### src/design/cwlf_pkg.sv
// ----------------------------------------------------------------------------
// cwlf_pkg
// Shared types and constants for the cross window label fill block.
// ----------------------------------------------------------------------------
package cwlf_pkg;

  localparam int unsigned ROW_W = 16;  // row pointer width
  localparam int unsigned KW    = 17;  // arm scan counter and bound width
  localparam int unsigned NW    = 7;   // effective window size width
  localparam int unsigned HW    = 6;   // half arm width

  typedef enum logic [1:0] {
    CFG_WIDTH  = 2'd0,
    CFG_HEIGHT = 2'd1,
    CFG_WINDOW = 2'd2
  } cfg_idx_e;

  typedef enum logic {
    CMD_PIXEL = 1'b0,
    CMD_DRAIN = 1'b1
  } cmd_e;

  typedef struct packed {
    logic               cmd;
    logic        [31:0] elevation;
    logic signed [7:0]  clean_label;
    logic signed [7:0]  neighbor_count;
  } in_beat_t;

  typedef struct packed {
    logic signed [7:0] label;
    logic [15:0]       out_row;
    logic [9:0]        out_col;
    logic              last_pixel;
  } out_beat_t;

  // controller to datapath
  typedef struct packed {
    logic accept;     // take input beat: store pixel, advance write pointers
    logic ctr_load;   // capture centre entry from read data
    logic init_h;     // set up horizontal arm scan
    logic init_v;     // set up vertical arm scan
    logic rd_h;       // read address from horizontal arm
    logic rd_v;       // read address from vertical arm
    logic arm_step;   // evaluate read data and advance scan
    logic emit;       // load output register, advance emit pointers
  } cwlf_cmd_t;

  // datapath to controller
  typedef struct packed {
    logic ready;      // next pending pixel may be emitted
    logic ctr_zero;   // captured centre has clean label zero
    logic arm_last;   // current scan position is the last of the arm
    logic out_free;   // output register can take a beat
  } cwlf_sts_t;

  // exact float equality, +0 equals -0, NaN never matches
  function automatic logic elev_eq(input logic [31:0] a, input logic [31:0] b);
    logic nan_a;
    logic nan_b;
    nan_a = a[30:0] > 31'h7F800000;
    nan_b = b[30:0] > 31'h7F800000;
    if (nan_a || nan_b) begin
      return 1'b0;
    end
    if ((a[30:0] | b[30:0]) == 31'd0) begin
      return 1'b1;
    end
    return a == b;
  endfunction

endpackage

### src/design/cwlf_ctrl.sv
// ----------------------------------------------------------------------------
// cwlf_ctrl
// Sequencer: accept a beat, check readiness (back to idle if not ready), read the
// centre, scan both arms one entry at a time unless the centre already carries a label, then emit.
// ----------------------------------------------------------------------------
module cwlf_ctrl (
  input  logic                clk_i,
  input  logic                rst_ni,
  input  logic                in_valid_i,
  output logic                in_stall_o,
  input  cwlf_pkg::cwlf_sts_t sts_i,
  output cwlf_pkg::cwlf_cmd_t cmd_o
);
  import cwlf_pkg::*;

  typedef enum logic [7:0] {
    ST_IDLE  = 8'b0000_0001,
    ST_CHECK = 8'b0000_0010,
    ST_CTR   = 8'b0000_0100,
    ST_HA    = 8'b0000_1000,
    ST_HE    = 8'b0001_0000,
    ST_VA    = 8'b0010_0000,
    ST_VE    = 8'b0100_0000,
    ST_EMIT  = 8'b1000_0000
  } state_e;

  state_e state_q, state_d;

  always_comb begin
    state_d = state_q;
    cmd_o   = '0;
    case (state_q)
      ST_IDLE: begin
        if (in_valid_i) begin
          cmd_o.accept = 1'b1;
          state_d      = ST_CHECK;
        end
      end
      ST_CHECK: begin
        // centre address is presented here
        state_d = sts_i.ready ? ST_CTR : ST_IDLE;
      end
      ST_CTR: begin
        cmd_o.ctr_load = 1'b1;
        cmd_o.init_h   = 1'b1;
        state_d        = ST_HA;
      end
      ST_HA: begin
        // drop the scan when the centre already carries a label
        if (sts_i.ctr_zero) begin
          cmd_o.rd_h = 1'b1;
          state_d    = ST_HE;
        end else begin
          state_d = ST_EMIT;
        end
      end
      ST_HE: begin
        cmd_o.arm_step = 1'b1;
        if (sts_i.arm_last) begin
          cmd_o.init_v = 1'b1;
          state_d      = ST_VA;
        end else begin
          state_d = ST_HA;
        end
      end
      ST_VA: begin
        cmd_o.rd_v = 1'b1;
        state_d    = ST_VE;
      end
      ST_VE: begin
        cmd_o.arm_step = 1'b1;
        state_d        = sts_i.arm_last ? ST_EMIT : ST_VA;
      end
      ST_EMIT: begin
        if (sts_i.out_free) begin
          cmd_o.emit = 1'b1;
          state_d    = ST_IDLE;
        end
      end
      default: state_d = ST_IDLE;
    endcase
  end

  always_ff @(posedge clk_i or negedge rst_ni) begin
    if (!rst_ni) begin
      state_q <= ST_IDLE;
    end else begin
      state_q <= state_d;
    end
  end

  assign in_stall_o = (state_q != ST_IDLE);

endmodule

### config.mk
export PLATFORM = sky130hd
export DESIGN_NAME = cwlf_ctrl
export DESIGN_NICKNAME = d
export VERILOG_FILES = /design/src/design/cwlf_pkg.sv /design/src/design/cwlf_ctrl.sv
export SDC_FILE = /design/constraint.sdc
export NUM_CORES = 1
export LEC_CHECK = 0
export ABC_CLOCK_PERIOD_IN_PS = 2850
export BUFFER_PORTS_ARGS = -buffer_cell sky130_fd_sc_hd__buf_2
export CORE_AREA = 2 2 39 41
export DETAILED_ROUTE_END_ITERATION = 10
export DIE_AREA = 0 0 41 43
export GPL_TIMING_DRIVEN = 0
export PLACE_DENSITY = 0.76
export SLEW_MARGIN = 5
export SYNTH_ARGS = -nofsm -noshare
export SYNTH_HDL_FRONTEND = slang
export SYNTH_SLANG_ARGS = --single-unit
### constraint.sdc
create_clock -name clk_i -period 2.85 [get_ports clk_i]
set_clock_uncertainty 0.15 [all_clocks]
set_input_delay 0.57 -clock clk_i [delete_from_list [all_inputs] [get_ports clk_i]]
set_output_delay 0.57 -clock clk_i [all_outputs]
set_load 0.05 [all_outputs]
==> results <==
- The share of layout cells above drive strength 1 is 0.432.
- The aggregate routed wire length is 1.28 mm.
- Based on the critical path, the design can be clocked at up to 0.362 GHz.
- The busiest metal layer after global routing is met2.
- Detailed routing inserted a total of 527 vias.
- 16 I/O pins were placed.
- The number of antenna diodes is 0.
- The data arrival time of the critical path is 2040 ps.
- The number of flops mapped to enable cells by yosys is 0.
- The number of antenna violations at the first check in global routing is 0.
- The transition time of the tightest slew-check pin is 534 ps.
- Entering global routing, the biggest net connects 11 pins.
- Counting flops per register, the top entry is state_q.
- The worst hold path belongs to the class in2reg.
- The TritonCTS buffer count is 3.
- TritonCTS built the clock tree.
- The count of standard-cell rows is 14.
- For this run, the leading register cell type out of synthesis is sky130_fd_sc_hd__dfrtp_1.
- The summed instance area of the synthesized netlist is 571 µm².
- The layout overhead on the synthesized area is 27.0%.
- In this run the tightest slew margin relative to its limit is 0.644.
- The first global-routing pass estimated 2.24 mm of wire.
- The remaining number of nets flagged by the antenna check after routing is 0.
- After detailed routing, the number of remaining DRC violations is 0.
- The tool flagged a number of max-cap violations equal to 0.
- The count of synthesis-stage warnings from yosys is 0.
- In this run the static leakage power is 0.000341 µW.
- After clock tree synthesis, the clock-pin slew on the worst setup and hold paths is 60 ps.
- After the first detailed-routing iteration, the DRC count stood at 6.
- The share of the Yosys chip area taken by registers is 0.353.
- The final weighted congestion of routability-driven global placement is 0.736.
- In the global route stage, met3 resource usage came out at 0.0471.
- Setup repair after global routing left no endpoint under its margin.
- Registers take 203 µm².
- The later pin in the worst-skew pair is clocked with a latency of 260 ps.
- In this run, synthesis produced a sequential element count of 8.
- The master of the slowest instance on the critical path is sky130_fd_sc_hd__or4_4.
- Dividing the detail-routed wire length by the instance count gives 13.1 µm.
- Leaving out fill and tap cells, the most frequent cells in the layout are sky130_fd_sc_hd__buf_2 (15), sky130_fd_sc_hd__nor2_1 (6), sky130_fd_sc_hd__dfrtp_1 (6).
- The sum of buffers and inverters on the critical path is 2.
- In this run the number of H-tree levels came out at 1.
- The number of nets in the finished design is 89.
- The met1 track demand over resource in global routing is 0.245.
- Setup violations remaining at the end of the flow were counted as 0.
- The clock period minus final worst setup slack is 2760 ps.
- For this run, the detailed router's first-pass iteration total came to 3.
- Counting flops with an async set or reset pin after synthesis yields a share of 1.00.
- The full die area is 1760 µm².
- Input and output buffers added on the ports amount to 15.
- Clock tree synthesis selected as its root buffer the cell sky130_fd_sc_hd__clkbuf_4.
- From bottom edge to top edge, the die measures 43 µm.
- For this run the aggregate overflow at the end of global routing stands at 0.
- The post-detailed-placement half-perimeter wirelength is 1.01 mm.
- The average footprint of a synthesized cell is 9.20 µm².
- In the global route stage, met2 resource usage came out at 0.281.
- The largest single stage delay on the critical path is 480 ps.
- The hold path startpoint is sts_i[2].
- The kind of end point of the critical path is an output port.
- The initial utilization of the core area, before any placement, comes to 0.412.
- Summing all multi-input logic gate instances after layout gives 349 µm².
- The clock tree buffer depth is 2.
- The most frequent standard cell in the layout excluding fill and tap cells is sky130_fd_sc_hd__buf_2.
- The fraction of the cycle the final worst path needs is 0.970.
- The post-route setup TNS is 0 ps.
- The final number of max-transition violations was 0.
- Broken down by cell family, the worst path's largest delay share belongs to simple AND/OR/NAND/NOR gates.
- The horizontal die dimension is 41 µm.
- The signal on the critical path passes through or2_1 -> or4_4 -> nor3_4 -> buf_4 -> clkbuf_4.
- The critical path class is reg2out.
- The startpoint of the worst-slack reg-to-reg timing path is state_q[0].
- The critical path required time is 2130 ps.
- The number of clock sinks is 8.
- The per-cell via count in the routed design is 5.43.
- The critical path launch point is state_q[5].
- The category of the worst setup path launch point is a flip-flop.
- Across every metal layer, demand over resource in global routing totals 0.187.
- The number of nets in the synthesized netlist is 69.
- The number of hold-slack violations in the final timing report is 0.
- The areal power density over the cells is 723 nW/µm².
- The floorplan step defined a core boundary enclosing 1380 µm².
- Counting the fill cells in the layout gives 137.
- The peak ir drop on the vdd network is 0.000437 V.
- The flow ran to the end, and the final reports show no timing, DRC or antenna violations.
- The number of global-route vias before repair is 524.
- The register with the most flip-flops in the layout has 8 of them.
- The largest fanout on the critical path is 7.
- The worst hold margin is 366 ps.
- The largest registers in the layout are state_q: 8 flops.
- The number of distinct library cell variants in the gate-level netlist after synthesis is 32.
- After technology mapping, the gate count stands at 62.
synth_stat cells (2+ instances only):
master                     n  area [µm²]
sky130_fd_sc_hd__nor3_1    2        10.0
sky130_fd_sc_hd__nand2b_1  2        12.5
sky130_fd_sc_hd__nor4_1    5        31.3
sky130_fd_sc_hd__nor2_1    7        26.3
sky130_fd_sc_hd__nand3b_1  2        15.0
sky130_fd_sc_hd__nand2_1   4        15.0
sky130_fd_sc_hd__xnor2_1   2        17.5
sky130_fd_sc_hd__inv_1     4        15.0
sky130_fd_sc_hd__buf_2     2        10.0
sky130_fd_sc_hd__or4_4     2        22.5
sky130_fd_sc_hd__nor3_2    3        30.0
sky130_fd_sc_hd__dfrtp_1   7         175
metal layers:
metal  vias to the layer above  part of all wire
li1                        262                 -
met1                       254              0.49
met2                         9              0.47
met3                         2             0.028
met4                         0            0.0094
met5                         -                 0
area by class of cell:
class                   instances  area share
flip-flops and latches          8       0.280
plain buffers                   4      0.0294
well taps                      16      0.0276
inverters                       4      0.0207
multi-input cells              45       0.482
repair buffers                 16       0.124
clock buffers                   4      0.0363
power breakdown:
part           switching, µW  internal (µW)  total (µW)
Sequential              12.9            134         147
Combinational            184           96.5         280
Clock                   42.2           53.8        96.0
Total                    239            285         523
stage by stage:
step	setup slack [ps]	power (µW)	instances	instance area (µm²)	util
finish	86.7	523	97	724	0.524
global route	9.64	560	97	724	0.524
CTS	13.6	528	98	722	0.522
detailed placement	305	430	93	686	0.495
global placement	315	425	93	686	0.495
floorplan	6.66	373	62	591	-
worst paths after layout:
check                                  end  slack [ps]  depth (start not counted)
worst max-delay path              cmd_o[6]          90                          5
worst min-delay path            state_q[7]         370                          2
worst max register to register  state_q[0]         880                          4
worst min register to register  state_q[2]         470                          1
max in group asynchronous       state_q[0]        1750                          2
min in group asynchronous       state_q[4]         540                          2
timing repair:
item,CTS,global route
endpoints found under the hold margin,4,0
hold buffers,1,0
resized for setup,0,3
setup buffers,0,0
setup endpoints to repair,0,3
cell families after synthesis:
logic type	after synthesis	share of synthesized area
AND/OR/NAND/NOR	35	0.425
buffers and inverters	9	0.0702
AO/OA/AOI/OAI	8	0.121
flip-flops	8	0.353
XOR/XNOR	2	0.0307
No activity file was read; power rests on OpenSTA's default activity.
